$ cat src/sv/src_pkg.sv
`timescale 1ns / 1ps
// ----------------------------------------------------------------------------
// src_pkg
// shared types and constants for the systematic resampling counter
// ----------------------------------------------------------------------------
package src_pkg;

    localparam int CNT_W   = 17;
    localparam int OFF_W   = 32;
    localparam int LW_W    = 32;
    localparam int IDX_W   = 16;
    localparam int CDF_W   = 49;
    localparam int WGT_W   = 51;
    localparam int SUM_W   = 34;
    localparam int TERM_W  = 33;
    localparam int K_W     = 10;
    localparam int EXP_TERMS = 12;

    localparam logic signed [31:0] LOG2E_Q30 = 32'sd1549082005;
    localparam logic [31:0] LN2_Q32 = 32'd2977044472;
    localparam logic [CDF_W-1:0] CDF_MAX = {CDF_W{1'b1}};

    localparam logic REG_PARTICLE_COUNT = 1'b0;
    localparam logic REG_OFFSET         = 1'b1;

    typedef enum logic [2:0] {
        F_IDLE,
        F_LOG,
        F_LN2,
        F_MUL,
        F_DIV,
        F_SCALE,
        F_SHIFT
    } front_state_t;

    typedef struct packed {
        logic full;
        logic empty;
    } q_status_t;

endpackage

$ cat src/sv/src_queue.sv
`timescale 1ns / 1ps
// ----------------------------------------------------------------------------
// src_queue
// two-entry queue of scaled weights between front and back
// ----------------------------------------------------------------------------
module src_queue import src_pkg::*; (
    input  logic               aclk,
    input  logic               aresetn,
    input  logic               push,
    input  logic [WGT_W-1:0]   push_data,
    input  logic               pop,
    output logic [WGT_W-1:0]   pop_data,
    output q_status_t          stat
);

    logic [WGT_W-1:0] mem_reg [2];
    logic             wr_ptr_reg, rd_ptr_reg;
    logic [1:0]       cnt_reg;

    assign stat.full  = (cnt_reg == 2'd2);
    assign stat.empty = (cnt_reg == 2'd0);
    assign pop_data   = mem_reg[rd_ptr_reg];

    always_ff @(posedge aclk) begin
        if (push) mem_reg[wr_ptr_reg] <= push_data;
    end

    always_ff @(posedge aclk) begin
        if (!aresetn) begin
            wr_ptr_reg <= 1'b0;
            rd_ptr_reg <= 1'b0;
            cnt_reg    <= 2'd0;
        end else begin
            if (push) wr_ptr_reg <= ~wr_ptr_reg;
            if (pop)  rd_ptr_reg <= ~rd_ptr_reg;
            cnt_reg <= cnt_reg + 2'(push) - 2'(pop);
        end
    end

endmodule

$ cat config.mk
export PLATFORM = sky130hd
export DESIGN_NAME = src_queue
export DESIGN_NICKNAME = d
export VERILOG_FILES = /design/src/sv/src_pkg.sv /design/src/sv/src_queue.sv
export SDC_FILE = /design/constraint.sdc
export NUM_CORES = 1
export LEC_CHECK = 0
export ABC_CLOCK_PERIOD_IN_PS = 8550
export BUFFER_PORTS_ARGS = -buffer_cell sky130_fd_sc_hd__buf_2
export CAP_MARGIN = 20
export CELL_PAD_IN_SITES_DETAIL_PLACEMENT = 1
export CELL_PAD_IN_SITES_GLOBAL_PLACEMENT = 1
export CORE_MARGIN = 1.5
export CORE_UTILIZATION = 40
export CTS_CLUSTER_DIAMETER = 100
export DETAILED_ROUTE_END_ITERATION = 16
export PLACE_DENSITY_LB_ADDON = 0.1
export SKIP_CTS_REPAIR_TIMING = 1
export SLEW_MARGIN = 30
export SYNTH_ARGS = -nofsm -noshare
export SYNTH_HDL_FRONTEND = slang
export SYNTH_SLANG_ARGS = --single-unit
export TNS_END_PERCENT = 1
$ cat constraint.sdc
create_clock -name aclk -period 8.55 [get_ports aclk]
set_input_delay 0.4275 -clock aclk [delete_from_list [all_inputs] [get_ports aclk]]
set_output_delay 0.4275 -clock aclk [all_outputs]
set_load 0.02 [all_outputs]
==> flow_summary.ini, run 1 <==
[outcome]
status = complete, no violations

[grt]
antenna_found_initial = 1
grt_pass1_vias = 2061
grt_use_total_pct = 12.9
grt_pass1_wl_um = 10600
grt-ovfl-total = 0
grt_max_degree = 52

[logic_synthesis]
yosysSeqAreaShare_pct = 76.0
synth_compound_area_share_pct = 0.180
synthAdderAreaFrac_pct = 0.601
synth-seq-cells = 107
synth-xor-area-share_pct = 0.752
synth_cells = 180
syn_area_sq_um = 4160
synth.distinct_cells = 14
syn_area_per_cell_sq_um = 23.1
ys_warn_count = 0
ys_top_cells_by_area = edfxtp_1, mux2_4, buf_12
synth_top_area_share_pct = 73.6
yosys.area_share.simple_pct = 1.29
synth_top_family_by_area = multiplexers
synth_top_area_cell = edfxtp_1
muxShareOfSynthArea_pct = 18.3
syn_nets = 237

[routing]
avgViaCountPerCell = 4.53
drc = 0
drtIter0Drc = 55
via_count = 1977
firstDrtPassIters = 4
ant_nets = 0
wire_per_inst_um = 15.9
drt-total-wl_um = 6940

[die]
rows = 37
die_w_um = 105
die_y_um = 105
initial_utilization_pct = 40.7
die_area_sq_um = 11000
ios = 108
coreArea_sq_um = 10200

[worst_setup_path]
worstPathArrival_ns = 1.87
cp_max_fo = 28
regToRegSetupSlack_ns = 6.94
cp_top_family = flip-flops
critPathLaunchType = flop
crit_type = reg2out
cp_cell_sequence = buf_12, mux2_4, buf_2
endpoint_kind = output pin
critPathRequiredTime_ns = 8.12
cp.buffers_inverters = 2
crit_slowest_cell = dfxtp_4
max_stage_delay_ns = 0.72

[place]
dpl.cell_count = 419
portBuffers = 107
place_congestion = 0.688
place_area_sq_um = 4780

[clock_network]
cts.clk_slew.worst_paths_ns = 0.10
root_buffer = clkbuf_8
cts_buffer_depth = 2
clock_sinks = 107
clock_latency_ns = 0.36
cts_buffers = 9
cts_max_level = 3
cts_tree = done

[pwr]
internal_power_uw = 819
comb_power_share_pct = 14.4
power_switching_uw = 263
power.density_nw_per_um2 = 216
ir_drop_uv = 145
leakage_nw = 1.99
p_seq_share_pct = 57.3
p_clk_share_pct = 28.2
p_sw_share_pct = 24.3

[timing]
fmax_mhz = 436
max_slew_margin_pct = 52.8
period_needed_ns = 2.29
timing.final.crit_share_pct = 26.8
slew_violations = 0
tightestPinTransition_ns = 0.707
skew_ns = 0.00697
setup_tns_ns = 0
setup_violations = 0
finalHoldViolations = 0
rsz0062_at_grt = false
holdWs_ns = 0.251

[cells_and_area]
final_cells = 436
diodes = 0
syn_to_final_growth_pct = 20.3
largest_reg_flops = 102
drive_above_1_share_pct = 60.0
layout_common_cells = buf_2, edfxtp_1, mux2_4
layout_commonest_cell = buf_2
final_cell_area_sq_um = 5000
fin_nets = 352

[worst_hold_path]
min_path_type = in2reg

[flow_run]
drv_cap = 0
metal layers:
| metal | vias to the layer above | global-route usage (%) | part of all wire (%) |
|---|---|---|---|
| met4 | 2 | 5.28 | 1.4 |
| met2 | 59 | 22.2 | 53 |
| met1 | 979 | 15.1 | 40 |
| met3 | 11 | 3.99 | 5.3 |
| met5 | - | 0 | 0.19 |
| li1 | 926 | - | - |
worst paths after layout:
kind | start | end | cells after the start
max | flop | pop_data[33] | 3
min | push_data[17] | mem_reg[0][17] | 1
max reg2reg | wr_ptr_reg | mem_reg[0][7] | 2
min reg2reg | rd_ptr_reg | flop | 2
area by class of cell:
type | instances | area (sq um)
fillers | 989 | 5230
repair buffers | 110 | 571
inverters | 2 | 7.51
well taps | 136 | 170
clock inverters | 7 | 77.6
flip-flops and latches | 107 | 3170
multi-input cells | 65 | 888
clock buffers | 9 | 124
worst reg2reg max path, delay by kind of cell, from the launching register on:
kind,cells,cell delay (ns)
buffers and inverters,1,0.56
DFF,1,0.35
and+or+nand+nor,1,0.32
through the flow:
stage	setup slack [ns]	util (%)	power, mW
floorplan	5.37	-	0.747
global placement	6.52	46.8	0.788
detailed placement	6.50	46.8	0.792
CTS	6.09	48.7	1.10
global route	6.16	48.9	1.13
finish	6.26	48.9	1.08
logic make-up after synthesis:
group	Yosys count
flops	107
mux	51
simple gates	9
buf+inv	8
xor+xnor	2
fa+ha+maj	2
compound gates	1
cells in the mapped netlist:
master / number
and2_1: 4
o21a_1: 1
inv_1: 2
nor2b_1: 4
dfxtp_1: 5
nor2_1: 1
xor2_1: 1
buf_6: 1
mux2_2: 1
buf_12: 5
edfxtp_1: 102
xnor3_1: 1
ha_1: 2
mux2_4: 50
power by group through the flow:
stage	Combinational, mW	Sequential, mW	Clock (mW)
6_report	0.156	0.621	0.306
3_5_place_dp	0.152	0.640	0
5_1_grt	0.167	0.624	0.335
4_1_cts	0.152	0.628	0.317
2_1_floorplan	0.123	0.624	0
3_3_place_gp	0.151	0.638	0
No activity file was read; power rests on OpenSTA's default activity.
==> run 2, diff against run 1 <==
Settings changed: ABC_CLOCK_PERIOD_IN_PS 8550 to 2300.
Clock period 8.55 ns to 2.3 ns, I/O delays scaled along.
==> run 2 against run 1 <==
Sequential power increased to 3.7 times the previous value. Hold slack got worse by 0.22 ns. Critical path depth unchanged. Clock power increased to 3.4 times the previous value. Register-to-register slack got worse by 6.1 ns. Clock skew about the same. Design area increased by 11%. Wire length increased by 7.3%. Non-clock buffer count increased by 56. Via count increased by 10%. Critical endpoint is now pop_data[37]. Largest cell class unchanged. Largest power group unchanged.
==> flow_summary.ini, run 2 (synthesis results as in run 1) <==
[pwr]
ir_drop_uv = 431
power.density_nw_per_um2 = 722
power_mw = 4.01
leakage_nw = 2.23

[die]
die_y_um = 105
die_w_um = 105
die_area_sq_um = 11000
coreArea_sq_um = 10200
ios = 108
initial_utilization_pct = 40.7
rows = 37

[worst_hold_path]
min_path_type = in2reg
hold_end = wr_ptr_reg
min_path_cells = 2
hp-start = aresetn

[timing]
tightestPinTransition_ns = 0.580
setup_tns_ns = 0
slew_violations = 0
rsz0062_at_grt = false
period_needed_ns = 1.83
max_slew_margin_pct = 61.2
skew_ns = 0.00719
setup_violations = 0
timing.final.crit_share_pct = 79.5
finalHoldViolations = 0
fmax_mhz = 547

[flow_run]
drv_cap = 0

[worst_setup_path]
path_depth = 3
worstRegToRegCells = 2
cp_top_family = flip-flops
reg2reg_to = mem_reg[1][45]
cp_max_fo = 17
cp.buffers_inverters = 2
timing.rr.start = wr_ptr_reg
cp_cell_sequence = buf_4, mux2_4, buf_2
crit_slowest_cell = dfxtp_4
regToRegSetupSlack_ns = 0.86
max_stage_delay_ns = 0.56
critPathRequiredTime_ns = 2.18
critPathLaunchType = flop
worstPathArrival_ns = 1.71
crit_type = reg2out
endpoint_kind = output pin

[cells_and_area]
drive_above_1_share_pct = 51.7
fill_cells = 975
layout_commonest_cell = buf_2
largest_reg_flops = 102
syn_to_final_growth_pct = 33.3
layout_common_cells = buf_2, edfxtp_1, dlygate4sd3_1
fin_nets = 408
multi_input_area_sq_um = 888
diodes = 0
ff_latch_area_sq_um = 3170

[routing]
drc = 0
firstDrtPassIters = 4
wire_per_inst_um = 15.2
drt-total-wl_um = 7450
drtIter0Drc = 62
avgViaCountPerCell = 4.44
via_count = 2184
ant_nets = 0

[clock_network]
cts_buffers = 9
cts_max_level = 3
clock_latency_ns = 0.36
root_buffer = clkbuf_8
clock_sinks = 107
cts_tree = done
cts.clk_slew.worst_paths_ns = 0.09
cts_buffer_depth = 2

[grt]
grt_pass1_vias = 2185
antenna_found_initial = 0
grt_max_degree = 27
grt_use_total_pct = 13.5
grt-ovfl-total = 0
grt_pass1_wl_um = 11100

[place]
portBuffers = 107
place_congestion = 0.656
dp_hpwl_um = 5000

[outcome]
status = complete, no violations
run 2: cell count changes in the layout (fill, tap and decap cells not counted), sizes merged:
cell,before,now
dlygate4sd3,0,51
buf,110,115
inv,3,6
bufinv,1,0
clkinv,4,3
clkinvlp,1,0
run 2: final cells by class:
| class | instances | share of cell area [%] |
|---|---|---|
| Tap cell | 136 | 3.07 |
| Multi-Input combinational cell | 65 | 16.0 |
| Inverter | 2 | 0.135 |
| Sequential cell | 107 | 57.1 |
| Clock buffer | 9 | 2.23 |
| Clock inverter | 7 | 0.879 |
| Timing Repair Buffer | 166 | 20.6 |
run 2: worst max-delay path by stage:
stage / to
finish: pop_data[37]
global placement: pop_data[13]
detailed placement: mem_reg[1][45]
CTS: pop_data[39]
floorplan: mem_reg[0][0]
global route: pop_data[13]
run 2: per-layer routing:
| metal | vias to the layer above | track usage (%) | wire length (um) |
|---|---|---|---|
| met1 | 1066 | 15.3 | 3190 |
| li1 | 1043 | - | - |
| met3 | 13 | 3.56 | 302 |
| met5 | - | 0 | 0 |
| met2 | 62 | 23.6 | 3810 |
| met4 | 0 | 6.46 | 153 |
run 2: per-stage QoR:
step           setup WS [ns]  area (sq um)  hold WS (ns)  util, %  cells
6_report               0.472          5550        0.0261     54.2    492
5_1_grt                0.365          5550        0.0189     54.2    492
4_1_cts                0.422          5040       -0.0843     49.2    441
3_5_place_dp           0.826          4870         0.307     47.6    425
3_3_place_gp           0.850          4870         0.303     47.6    425
2_1_floorplan          0.213          4160         0.214        -    180
run 2: where the power goes:
| group | switching [mW] | total [mW] | internal, mW |
|---|---|---|---|
| combinational | 0.324 | 0.678 | 0.354 |
| clock | 0.633 | 1.04 | 0.403 |
| sequential | 0.0465 | 2.29 | 2.25 |
| total | 1.00 | 4.01 | 3.00 |
==> run 3, diff against run 2 <==
Settings changed: ABC_CLOCK_PERIOD_IN_PS 2300 to 1600.
Clock period 2.3 ns to 1.6 ns, I/O delays scaled along.
==> run 3 against run 2 <==
Global-route usage decreased by 0.64 points. Clock skew rose by 0.0013 ns. Critical path depth is the same. First-iteration DRC count up 18%. Setup slack worse by 0.41 ns. Die area unchanged. Utilization increased by 0.46 points. Flip-flop and latch count unchanged. Critical path type unchanged. Largest cell class unchanged. Largest power group unchanged.
==> flow_summary.ini, run 3 (synthesis results as in run 1) <==
[cells_and_area]
final_util_pct = 54.7
final_cells = 493
layout_common_cells = buf_2, edfxtp_1, dlygate4sd3_1
layout_commonest_cell = buf_2
syn_to_final_growth_pct = 34.5
diodes = 0
drive_above_1_share_pct = 51.3
fin_nets = 409
largest_reg_flops = 102

[place]
dp_hpwl_um = 4620
dpl.cell_count = 424
place_congestion = 0.668
portBuffers = 107
dp_slack_ns = 0.347

[clock_network]
cts_buffers = 9
clock_latency_ns = 0.35
cts_max_level = 3
root_buffer = clkbuf_8
cts_buffer_depth = 2
cts_tree = done
cts.clk_slew.worst_paths_ns = 0.09
clock_sinks = 107

[routing]
drtIter0Drc = 73
via_count = 2192
ant_nets = 0
avgViaCountPerCell = 4.45
drt-total-wl_um = 7460
firstDrtPassIters = 4
drc = 0
wire_per_inst_um = 15.1

[timing]
fmax_mhz = 651
max_slew_margin_pct = 82.6
rsz0062_at_grt = true
skew_ns = 0.00854
worst_slack_ns = 0.0629
period_needed_ns = 1.54
slew_violations = 0
finalHoldViolations = 0
tightestPinTransition_ns = 0.260
timing.final.crit_share_pct = 96.1
setup_violations = 0

[worst_setup_path]
critPathRequiredTime_ns = 1.52
critPathLaunchType = flop
endpoint_kind = output pin
crit_type = reg2out
cp_max_fo = 11
worstPathArrival_ns = 1.46

[grt]
grt_use_total_pct = 12.9
antenna_found_initial = 0
grt-ovfl-total = 0
grt_pass1_wl_um = 10600
grt_pass1_vias = 2146
grt_max_degree = 35

[die]
die_y_um = 105
die_w_um = 105
initial_utilization_pct = 40.7
coreArea_sq_um = 10200
ios = 108
die_area_sq_um = 11000
rows = 37

[pwr]
power_mw = 5.71
ir_drop_uv = 514
leakage_nw = 2.24
power.density_nw_per_um2 = 1020

[outcome]
status = complete, no violations

[worst_hold_path]
min_path_type = in2reg

[flow_run]
drv_cap = 0
-- run 3: cell count changes in the layout (fill, tap and decap cells not counted), moves of 2 or more --
cell,before,now
buf_4,5,2
buf_12,3,5
inv_6,4,0
clkinvlp_4,0,2
-- run 3: stage by stage --
step	hold WS [ns]	cell area, sq um	TNS (ns)
3_5_place_dp	0.271	4880	0
4_1_cts	-0.118	5040	0
6_report	0.0844	5600	0
5_1_grt	0.101	5600	-0.00552
2_1_floorplan	0.179	4170	-21.34
3_3_place_gp	0.268	4880	0
-- run 3: power breakdown --
group / switching, mW / internal (mW)
Sequential: 0.0511 / 3.23
Clock: 0.850 / 0.554
Combinational: 0.490 / 0.537
Total: 1.39 / 4.32
-- run 3: final timing paths --
check / start / endpoint / slack [ns] / depth (start not counted)
worst max-delay path: flop / pop_data[50] / 0.06 / 3
worst min-delay path: push / wr_ptr_reg / 0.08 / 3
worst max register to register: cnt_reg[0] / cnt_reg[1] / 0.33 / 6
worst min register to register: rd_ptr_reg / flop / 0.59 / 2
-- run 3: metal layers --
metal  share of wire [%]  global-route usage [%]  vias up
met4                 1.7                    7.24        0
met2                  52                    21.8       62
li1                    -                       -     1042
met1                  42                    14.3     1078
met5                   0                       0        -
met3                 4.4                    3.99       10
-- run 3: layout make-up --
class / instances / area, sq um
Clock buffer: 10 / 128
Clock inverter: 6 / 33.8
Fill cell: 974 / 4630
Inverter: 2 / 7.51
Multi-Input combinational cell: 65 / 888
Sequential cell: 107 / 3170
Tap cell: 136 / 170
Timing Repair Buffer: 167 / 1200
-- run 3: worst max-delay path, cell delays in order, from the launching register on --
cell and delay [ns]:
dfxtp_4 0.43, buf_12 0.17, mux2_2 0.34, buf_2 0.16
