**config.mk**
```make
export PLATFORM = sky130hd
export DESIGN_NAME = src_back
export DESIGN_NICKNAME = d
export VERILOG_FILES = /design/src/sv/src_pkg.sv /design/src/sv/src_back.sv
export SDC_FILE = /design/constraint.sdc
export NUM_CORES = 1
export LEC_CHECK = 0
export ABC_AREA = 1
export BUFFER_PORTS_ARGS = -buffer_cell sky130_fd_sc_hd__buf_4
export CORE_MARGIN = 4
export CORE_UTILIZATION = 52
export CTS_CLUSTER_DIAMETER = 30
export DETAILED_ROUTE_END_ITERATION = 12
export PLACE_DENSITY = 0.73
export SLEW_MARGIN = 40
export SYNTH_ARGS = -nofsm -noshare
export SYNTH_HDL_FRONTEND = slang
export SYNTH_SLANG_ARGS = --single-unit
export TNS_END_PERCENT = 1
```
**constraint.sdc**
```tcl
create_clock -name aclk -period 24.1 [get_ports aclk]
set_clock_uncertainty 0.2 [all_clocks]
set_input_delay 2.41 -clock aclk [delete_from_list [all_inputs] [get_ports aclk]]
set_output_delay 2.41 -clock aclk [all_outputs]
set_load 0.01 [all_outputs]
```
**src/sv/src_pkg.sv**
```systemverilog
`timescale 1ns / 1ps
// ----------------------------------------------------------------------------
// src_pkg
// shared types and constants for the systematic resampling counter
// ----------------------------------------------------------------------------
package src_pkg;

    localparam int CNT_W   = 17;
    localparam int OFF_W   = 32;
    localparam int LW_W    = 32;
    localparam int IDX_W   = 16;
    localparam int CDF_W   = 49;
    localparam int WGT_W   = 51;
    localparam int SUM_W   = 34;
    localparam int TERM_W  = 33;
    localparam int K_W     = 10;
    localparam int EXP_TERMS = 12;

    localparam logic signed [31:0] LOG2E_Q30 = 32'sd1549082005;
    localparam logic [31:0] LN2_Q32 = 32'd2977044472;
    localparam logic [CDF_W-1:0] CDF_MAX = {CDF_W{1'b1}};

    localparam logic REG_PARTICLE_COUNT = 1'b0;
    localparam logic REG_OFFSET         = 1'b1;

    typedef enum logic [2:0] {
        F_IDLE,
        F_LOG,
        F_LN2,
        F_MUL,
        F_DIV,
        F_SCALE,
        F_SHIFT
    } front_state_t;

    typedef struct packed {
        logic full;
        logic empty;
    } q_status_t;

endpackage

```
**src/sv/src_back.sv**
```systemverilog
`timescale 1ns / 1ps
// ----------------------------------------------------------------------------
// src_back
// cumulative sum, offspring count and pass tracking
// ----------------------------------------------------------------------------
module src_back import src_pkg::*; (
    input  logic               aclk,
    input  logic               aresetn,
    input  q_status_t          q_stat,
    input  logic [WGT_W-1:0]   q_data,
    output logic               q_pop,
    input  logic [CNT_W-1:0]   n_eff,
    input  logic [OFF_W-1:0]   offset,
    output logic               m_tvalid,
    input  logic               m_tready,
    output logic [CNT_W-1:0]   copies,
    output logic [IDX_W-1:0]   particle_index,
    output logic               pass_end
);

    logic [CDF_W-1:0] cdf_reg;
    logic [CNT_W-1:0] cnt_reg;
    logic             vld_reg;
    logic [CNT_W-1:0] copies_reg;
    logic [IDX_W-1:0] idx_reg;
    logic             last_reg;

    logic [WGT_W:0]   cdf_sum;
    logic [CDF_W-1:0] cdf_new;
    logic [WGT_W-1:0] g_new_full, g_old_full;
    logic [18:0]      g_new, g_old, diff;
    logic [CNT_W-1:0] copies_next;
    logic [CNT_W-1:0] cnt_inc;
    logic             last_next;

    assign q_pop = !q_stat.empty && (!vld_reg || m_tready);

    always_comb begin
        cdf_sum    = {{(WGT_W+1-CDF_W){1'b0}}, cdf_reg} + {1'b0, q_data};
        cdf_new    = (cdf_sum > (WGT_W+1)'(CDF_MAX)) ? CDF_MAX : cdf_sum[CDF_W-1:0];
        g_new_full = WGT_W'(cdf_new) + WGT_W'(64'h2_0000_0000) - WGT_W'(offset) - WGT_W'(1);
        g_old_full = WGT_W'(cdf_reg) + WGT_W'(64'h2_0000_0000) - WGT_W'(offset) - WGT_W'(1);
        g_new      = g_new_full[WGT_W-1:32];
        g_old      = g_old_full[WGT_W-1:32];
        diff       = g_new - g_old;
        copies_next = (diff > 19'(n_eff)) ? n_eff : diff[CNT_W-1:0];
        cnt_inc    = cnt_reg + CNT_W'(1);
        last_next  = (cnt_inc >= n_eff);
    end

    always_ff @(posedge aclk) begin
        if (!aresetn) begin
            cdf_reg <= '0;
            cnt_reg <= '0;
            vld_reg <= 1'b0;
        end else begin
            if (q_pop) begin
                vld_reg <= 1'b1;
                cdf_reg <= last_next ? '0 : cdf_new;
                cnt_reg <= last_next ? '0 : cnt_inc;
            end else if (m_tready) begin
                vld_reg <= 1'b0;
            end
        end
    end

    always_ff @(posedge aclk) begin
        if (q_pop) begin
            copies_reg <= copies_next;
            idx_reg    <= cnt_reg[IDX_W-1:0];
            last_reg   <= last_next;
        end
    end

    assign m_tvalid       = vld_reg;
    assign copies         = copies_reg;
    assign particle_index = idx_reg;
    assign pass_end       = last_reg;

    a_copies_bound: assert property (@(posedge aclk) disable iff (!aresetn)
        q_pop |=> copies_reg <= n_eff)
        else $error("copies above particle count");

    a_pass_restart: assert property (@(posedge aclk) disable iff (!aresetn)
        (q_pop && last_next) |=> (cnt_reg == '0 && cdf_reg == '0))
        else $error("pass did not restart");

    a_cdf_clear: assert property (@(posedge aclk) disable iff (!aresetn)
        (cnt_reg == '0) |-> (cdf_reg == '0))
        else $error("sum not cleared at pass start");

endmodule

```
==> run metrics, run 1 <==
Critical Path Max Stage Delay 0.63 ns; CP dominant cell by count nand2_1; fraction of the mapped netlist area in compound gates 0.181; Core Footprint 28900 µm²; post-synthesis cell area 15300 µm²; routability cong. 0.968; prevailing post-synth register cell dfxtp_1; RSZ-0062 raised after global routing no; Final Hold Vio Count 0; Layout Utilization 0.592; Die Width 180 µm; Fillers 2912; root buffer cell clkbuf_16; Seq/Total Area, Yosys 0.154; CTS tree yes; die area 32300 µm²; measured slew at the worst slew-check pin 0.878 ns; commonest non-fill, non-tap cells in the layout 626 x nand2_1, 336 x inv_1, 283 x a21oi_1, 261 x ha_1, 210 x nor2_1; WP data required 24.03 ns; Tightest Hold Check Type reg -> reg; final wirelength 51800 µm; first-pass GRT wire length 80600 µm; Post-Synth Adder-Cell Area 0.216; largest area contributor in the netlist ha_1; Max clock buf depth 2; Synth Net Count 2770; layout cells sized above 1 0.101; Clock H-tree levels 3; XOR/XNOR Fraction of Synth Area 0.0565; Synth warnings 0; cell row count 62; EDFF count, synth 34; post-CTS setup buffers 0; synth top area cells ha_1 21%, nand2_1 15%, a21oi_1 9.3%; post_cts resized 0; Hold Path Origin cnt_reg[16]$_SDFFE_PN0P_; worst r2r path cells 49; Clock transition at path regs 0.08 ns; gr ovfl total 0; Final HPWL DP 43900 µm; outcome completed; setup TNS 0 ns; Synth Area in Simple Gates 0.296; Slew Limit Fails 0; register bit total from synthesis 101; PortBufs 139; kind of critical path in -> reg; hold buffers post-CTS 0; largest net degree at the start of global routing 68; detailed-route vias per instance 5.57; count of cell types in the netlist 64; Crit Path Max Fanout 47; share of the synthesized area in the top cell type 0.213; initial antenna violation count 0; TritonCTS Buffers 9; hold path cells 2; reg2reg start cdf_reg[0]$_SDFFE_PN0P_; CP Launch Type primary input; Routed wire per std cell 17.8 µm; ANT cells 0; register area 2360 µm²; setup violators final 0; antenna violation net count after detailed routing 0; vias 16300; vias in the first global route 15000; r2r endpoint copies[2]$_DFFE_PP_; static leakage 8.92 nW; DR iter-0 viols 1247; overall power 1.72 mW; Initial DRT Pass Iterations 5; Hold EP cnt_reg[16]$_SDFFE_PN0P_; fin crit period 11.75 ns; Peak VDD IR 0.109 mV; max cap viols 0; syn_area_per_cell 6.38 µm²; Starting Density 0.531; FMAX 85.1 MHz; Die Span Y 180 µm; number of flip-flops in the largest register 49; PwrDens 100 nW/µm²; asr flop ratio synth 0; worst reg2reg setup slack 14.05 ns; crit share post-route 0.488; Syn Inst Count 2402; Net count, final 2897; drt drc 0; largest family of logic cells by synthesized area simple AND/OR/NAND/NOR gates; mux share of post-synthesis cell area 0; Worst path slowest cell o41ai_4; max_slew headroom 0.414; area grow syn2layout 11.5%; io pins 141; CP arrival 11.68 ns; multi-input combinational cell area 11500 µm²; worst skew pair latency 0.39 ns; most common cell after layout, fill and taps aside nand2_1; clock sink total 101; overall global routing resource usage 0.308; CP endpoint kind register
[cells by family (layout without fill, tap and decap cells)]
family,Yosys count,in the layout
flip-flops,101,101
AND/OR/NAND/NOR,1061,1061
AO/OA/AOI/OAI,493,493
adder cells (fa/ha/maj),263,263
XOR/XNOR,98,98
buffers and inverters,386,518
[routing by layer]
| metal | wire length, µm | GRT usage | vias up |
|---|---|---|---|
| met2 | 24200 | 0.529 | 557 |
| li1 | - | - | 8244 |
| met3 | 2970 | 0.0364 | 75 |
| met4 | 1780 | 0.0991 | 0 |
| met5 | 0 | 0 | - |
| met1 | 22900 | 0.404 | 7383 |
[through the flow]
step	cells	instance area (µm²)	worst slack (ns)	hold slack, ns
detailed placement	2902	16800	12.13	0.271
finish	2918	17100	12.35	0.281
CTS	2918	17100	12.51	0.283
global placement	2901	16800	12.06	0.264
floorplan	2402	15300	14.28	0.249
global route	2918	17100	11.64	0.303
[area by class of cell]
class / count / area share
clock buffers: 9 / 0.0132
clock inverters: 7 / 0.00491
inverters: 357 / 0.0784
multi-input cells: 1915 / 0.673
flip-flops and latches: 101 / 0.138
well taps: 384 / 0.0281
repair buffers: 145 / 0.0639
[worst max path at each step]
stage	start	to	slack [ns]
final	q_data[0]	copies[2]$_DFFE_PP_	12.35
after global routing	q_data[0]	copies[2]$_DFFE_PP_	11.64
after CTS	q_data[0]	copies[2]$_DFFE_PP_	12.51
after detailed placement	q_data[0]	copies[2]$_DFFE_PP_	12.13
after global placement	q_data[0]	copies[16]$_DFFE_PP_	12.06
after floorplan	q_data[0]	copies[13]$_DFFE_PP_	14.28
[critical path: cells and delay by family]
family                     cells  cell delay, ns
adders and majority gates      6            1.80
xor gates and xnor gates       2            0.44
buffers and inverters          7            1.37
and+or+nand+nor               22            2.78
AOI/OAI and AO/OA             13            2.82
[synth_stat cells, types with 3 or more instances]
cell type / instances
a211oi_1: 6
a21boi_0: 4
a21o_1: 10
a21oi_1: 284
a21oi_2: 5
a31o_2: 3
a31oi_1: 24
and3_1: 5
buf_1: 3
buf_2: 4
clkbuf_1: 19
dfxtp_1: 67
edfxtp_1: 34
ha_1: 261
inv_1: 338
inv_2: 18
nand2_1: 626
nand2_2: 16
nand2_4: 4
nand3_1: 82
nand3_2: 12
nand3b_1: 3
nand4_1: 31
nor2_1: 211
nor2_2: 15
nor2_4: 4
nor3_1: 27
nor4_1: 13
o211ai_1: 7
o21a_1: 16
o21ai_0: 90
o21ai_1: 14
o21bai_1: 10
o31ai_1: 4
xnor2_1: 43
xor2_1: 54
[where the power goes]
group	leakage (nW)	total (mW)	internal (mW)	switching, mW
sequential	0.889	0.235	0.219	0.0153
combinational	7.88	1.32	0.471	0.845
clock	0.151	0.166	0.0752	0.0904
total	8.92	1.72	0.766	0.951
No activity file was read; power rests on OpenSTA's default activity.
==> inputs of run 2 (changes only) <==
clock period = 12.35 ns   (was 24.1 ns; I/O delays follow)
==> run 2 against run 1 <==
Compared with the run above: register-to-register slack lost 12 ns; sequential share of layout area did not move; flip-flop and latch count unchanged; cell count unchanged; die area unchanged; via count about the same; largest power group unchanged.
==> run metrics, run 2 (same netlist as run 1, synthesis figures left out) <==
Max clock buf depth 2; met1 Resource Use GR 0.405; FMAX 96.8 MHz; commonest non-fill, non-tap cells in the layout 626 x nand2_1, 336 x inv_1, 283 x a21oi_1, 261 x ha_1, 210 x nor2_1; most common cell after layout, fill and taps aside nand2_1; CP dominant cell by count nand2_1; die area 32300 µm²; Routed wire per std cell 17.7 µm; hold slack 0.286 ns; ANT cells 0; Clock H-tree levels 3; first-pass GRT wire length 80700 µm; worst skew pair latency 0.38 ns; Die Width 180 µm; Net count, final 2897; crit share post-route 0.837; measured slew at the worst slew-check pin 0.854 ns; cell row count 62; PortBufs 139; layout cells sized above 1 0.101; overall global routing resource usage 0.307; Worst path slowest cell nor2_4; outcome completed; CTS tree yes; Critical Path Max Stage Delay 0.61 ns; met3 usage 0.0287; GR peak layer met2; routability cong. 0.964; M2 GR Usage 0.522; number of flip-flops in the largest register 49; root buffer cell clkbuf_16; Slew Limit Fails 0; Fillers 2971; max cap viols 0; Clock transition at path regs 0.09 ns; Peak VDD IR 0.168 mV; kind of critical path in -> reg; drt drc 0; post_cts resized 0; CP Launch Type primary input; gr ovfl total 0; Initial DRT Pass Iterations 5; Final Hold Vio Count 0; WP data required 12.28 ns; vias 16200; Crit Path Max Fanout 27; setup violators final 0; final wirelength 51600 µm; clock sink total 101; detailed-route vias per instance 5.57; PwrDens 195 nW/µm²; static leakage 8.92 nW; CP endpoint kind register; post-CTS setup buffers 0; max_slew headroom 0.431; Die Span Y 180 µm; Tightest Hold Check Type reg -> reg; CP arrival 10.27 ns; area grow syn2layout 11.5%; TritonCTS Buffers 9; DR iter-0 viols 1260; io pins 141; antenna violation net count after detailed routing 0; Starting Density 0.531; setup TNS 0 ns; RSZ-0062 raised after global routing no; initial antenna violation count 0; fin crit period 10.33 ns; hold buffers post-CTS 0; Core Footprint 28900 µm²; vias in the first global route 15300; Final HPWL DP 43800 µm; largest net degree at the start of global routing 68
[run 2: changes by cell type in the layout (fill, tap and decap cells not counted), sizes merged]
cell,previous run,this run
inv,360,361
clkinv,4,3
[run 2: path summary, 6_finish.rpt]
check | startpoint | endpoint | cells past startpoint | slack [ns]
setup / recovery | q_data[0] | copies[3]$_DFFE_PP_ | 48 | 2.02
hold / removal | cnt_reg[16]$_SDFFE_PN0P_ | cnt_reg[16]$_SDFFE_PN0P_ | 2 | 0.29
setup reg to reg | cdf_reg[0]$_SDFFE_PN0P_ | copies[3]$_DFFE_PP_ | 47 | 2.53
hold reg to reg | cnt_reg[16]$_SDFFE_PN0P_ | cnt_reg[16]$_SDFFE_PN0P_ | 2 | 0.29
[run 2: layout make-up]
| class | count | area (µm²) | area share |
|---|---|---|---|
| inverters | 357 | 1340 | 0.0784 |
| clock buffers | 9 | 225 | 0.0132 |
| flip-flops and latches | 101 | 2360 | 0.138 |
| repair buffers | 145 | 1090 | 0.0639 |
| well taps | 384 | 480 | 0.0281 |
| clock inverters | 7 | 83.8 | 0.00491 |
| multi-input cells | 1915 | 11500 | 0.673 |
[run 2: metrics by stage]
stage | cells | utilization | area (µm²) | setup WS [ns] | power [mW]
floorplan | 2402 | - | 15300 | 3.71 | 2.34
global placement | 2901 | 0.581 | 16800 | 1.48 | 2.93
detailed placement | 2902 | 0.581 | 16800 | 1.77 | 2.98
CTS | 2918 | 0.592 | 17100 | 2.14 | 3.31
global route | 2918 | 0.592 | 17100 | 1.20 | 3.67
finish | 2918 | 0.592 | 17100 | 2.02 | 3.34
[run 2: power by group]
part	total, mW	switching, mW	internal, mW
logic	2.56	1.65	0.911
clock network	0.320	0.173	0.148
registers	0.457	0.0298	0.428
[run 2: metal layers]
metal	part of all wire	vias to the layer above
met4	0.042	0
met2	0.46	538
met3	0.050	89
met5	0	-
li1	-	8259
met1	0.45	7360
[run 2: worst max-delay path: cells and delay by family]
kind                       cells  cell delay, ns
AOI/OAI and AO/OA             13            2.70
xor gates and xnor gates       2            0.44
adders and majority gates      6            1.83
buffers and inverters          5            0.62
and+or+nand+nor               22            3.38
==> inputs of run 3 (changes only) <==
PLACE_DENSITY = 0.76   (was 0.73)
clock period = 8.9 ns   (was 12.35 ns; I/O delays follow)
==> run 3 against run 2 <==
Compared with the run above: cell count increased by 4.1%; final area increased by 8.5%; global-route usage increased by 0.77 points; routed wire length increased by 5.7%; non-clock buffer count increased by 118; critical path type unchanged; first-iteration DRC count decreased by 1.4%; worst hold slack got worse by 0.0027 ns; utilization increased by 5.0 points; worst setup slack got worse by 1.7 ns; via count increased by 3.9%; critical endpoint is now copies[10]$_DFFE_PP_.
==> run metrics, run 3 (same netlist as run 1, synthesis figures left out) <==
outcome completed; Slew Limit Fails 0; PwrDens 294 nW/µm²; Critical Path Max Stage Delay 0.66 ns; Clock H-tree levels 3; root buffer cell clkbuf_16; kind of critical path in -> reg; Final Hold Vio Count 0; drt drc 0; final instance area 18500 µm²; Final WS setup 0.319 ns; antenna violation net count after detailed routing 0; crit share post-route 0.964; CP endpoint kind register; CP arrival 8.52 ns; CP Launch Type primary input; hold slack 0.284 ns; Max clock buf depth 2; fin crit period 8.58 ns; area grow syn2layout 21.0%; Starting Density 0.531; first-pass GRT wire length 82700 µm; static leakage 9.54 nW; layout cells sized above 1 0.171; gr ovfl total 0; most common cell after layout, fill and taps aside nand2_1; ANT cells 0; routability cong. 0.988; number of flip-flops in the largest register 49; delay-heaviest family, CP simple AND/OR/NAND/NOR gates; overall power 5.45 mW; worst reg2reg setup slack 0.53 ns; Tightest Hold Check Type reg -> reg; vias 16900; clock sink total 101; FMAX 117 MHz; CP bufs+invs 7; Crit Path Max Fanout 17; Core Footprint 28900 µm²; placed cell area 17600 µm²; Die Width 180 µm; die area 32300 µm²; cell row count 62; Placed Cells incl. Taps 3009; largest net degree at the start of global routing 68; Die Span Y 180 µm; Clock transition at path regs 0.08 ns; max_slew headroom 0.463; measured slew at the worst slew-check pin 0.798 ns; hold buffers post-CTS 0; vias in the first global route 15800; detailed-route vias per instance 5.56; Worst path slowest cell o21ai_0; max cap viols 0; CP dominant cell by count nor2_1; overall global routing resource usage 0.315; Routed wire per std cell 17.9 µm; commonest non-fill, non-tap cells in the layout 613 x nand2_1, 334 x inv_1, 269 x a21oi_1, 255 x buf_4, 237 x ha_1; Peak VDD IR 0.268 mV; worst skew pair latency 0.39 ns; worst slack at placement -0.196 ns; non-filler cells in the finished layout 3038; Initial DRT Pass Iterations 6; PortBufs 139; initial antenna violation count 0; setup violators final 0; Final HPWL DP 45100 µm; io pins 141; Net count, final 3017; final wirelength 54500 µm; WP data required 8.83 ns; DR iter-0 viols 1242; CTS tree yes; TritonCTS Buffers 9
[run 3: cell count changes in the layout (fill, tap and decap cells not counted), sizes merged]
| cell | delta |
|---|---|
| buf | +118 |
| nand3 | +2 |
[run 3: worst register-to-register path: cells and delay by family (launching register included)]
family                   cells  cell delay, ns
buffers and inverters        8            0.95
AND/OR/NAND/NOR             25            2.76
flip-flops                   1            0.38
adder cells (fa/ha/maj)      7            1.86
XOR/XNOR                     2            0.48
AO/OA/AOI/OAI               10            1.48
[run 3: per-stage QoR]
stage / setup TNS [ns] / util
floorplan: 0 / -
global placement: -1.58 / 0.610
detailed placement: -2.83 / 0.610
CTS: 0 / 0.620
global route: -0.516 / 0.642
finish: 0 / 0.642
[run 3: worst paths after layout]
path	cells past startpoint	start	endpoint
max	48	q_data[15]	copies[10]$_DFFE_PP_
min	2	cnt_reg[16]$_SDFFE_PN0P_	cnt_reg[16]$_SDFFE_PN0P_
max reg2reg	52	cdf_reg[0]$_SDFFE_PN0P_	copies[10]$_DFFE_PP_
min reg2reg	2	cnt_reg[16]$_SDFFE_PN0P_	cnt_reg[16]$_SDFFE_PN0P_
[run 3: final cells by class]
type / count / area [µm²]
fillers: 2796 / 10300
flip-flops and latches: 101 / 2360
repair buffers: 263 / 2020
inverters: 357 / 1340
clock buffers: 9 / 225
multi-input cells: 1917 / 12000
well taps: 384 / 480
clock inverters: 7 / 83.8
[run 3: power by group]
part | total, mW | leakage, nW | internal, mW | switching [mW]
sequential | 0.634 | 0.889 | 0.594 | 0.0405
clock | 0.436 | 0.152 | 0.204 | 0.232
combinational | 4.38 | 8.50 | 1.81 | 2.57
[run 3: routing by layer]
layer / up-vias / GRT usage / wire (µm)
li1: 8494 / - / -
met1: 7670 / 0.398 / 23300
met2: 582 / 0.538 / 25700
met3: 133 / 0.0435 / 2890
met4: 0 / 0.134 / 2610
met5: - / 0 / 0
[run 3: repair_timing]
item / 4_1_cts / 5_1_grt
setup endpoints to repair: 0 / 17
setup buffers: 0 / 11
gates resized for setup: 0 / 96
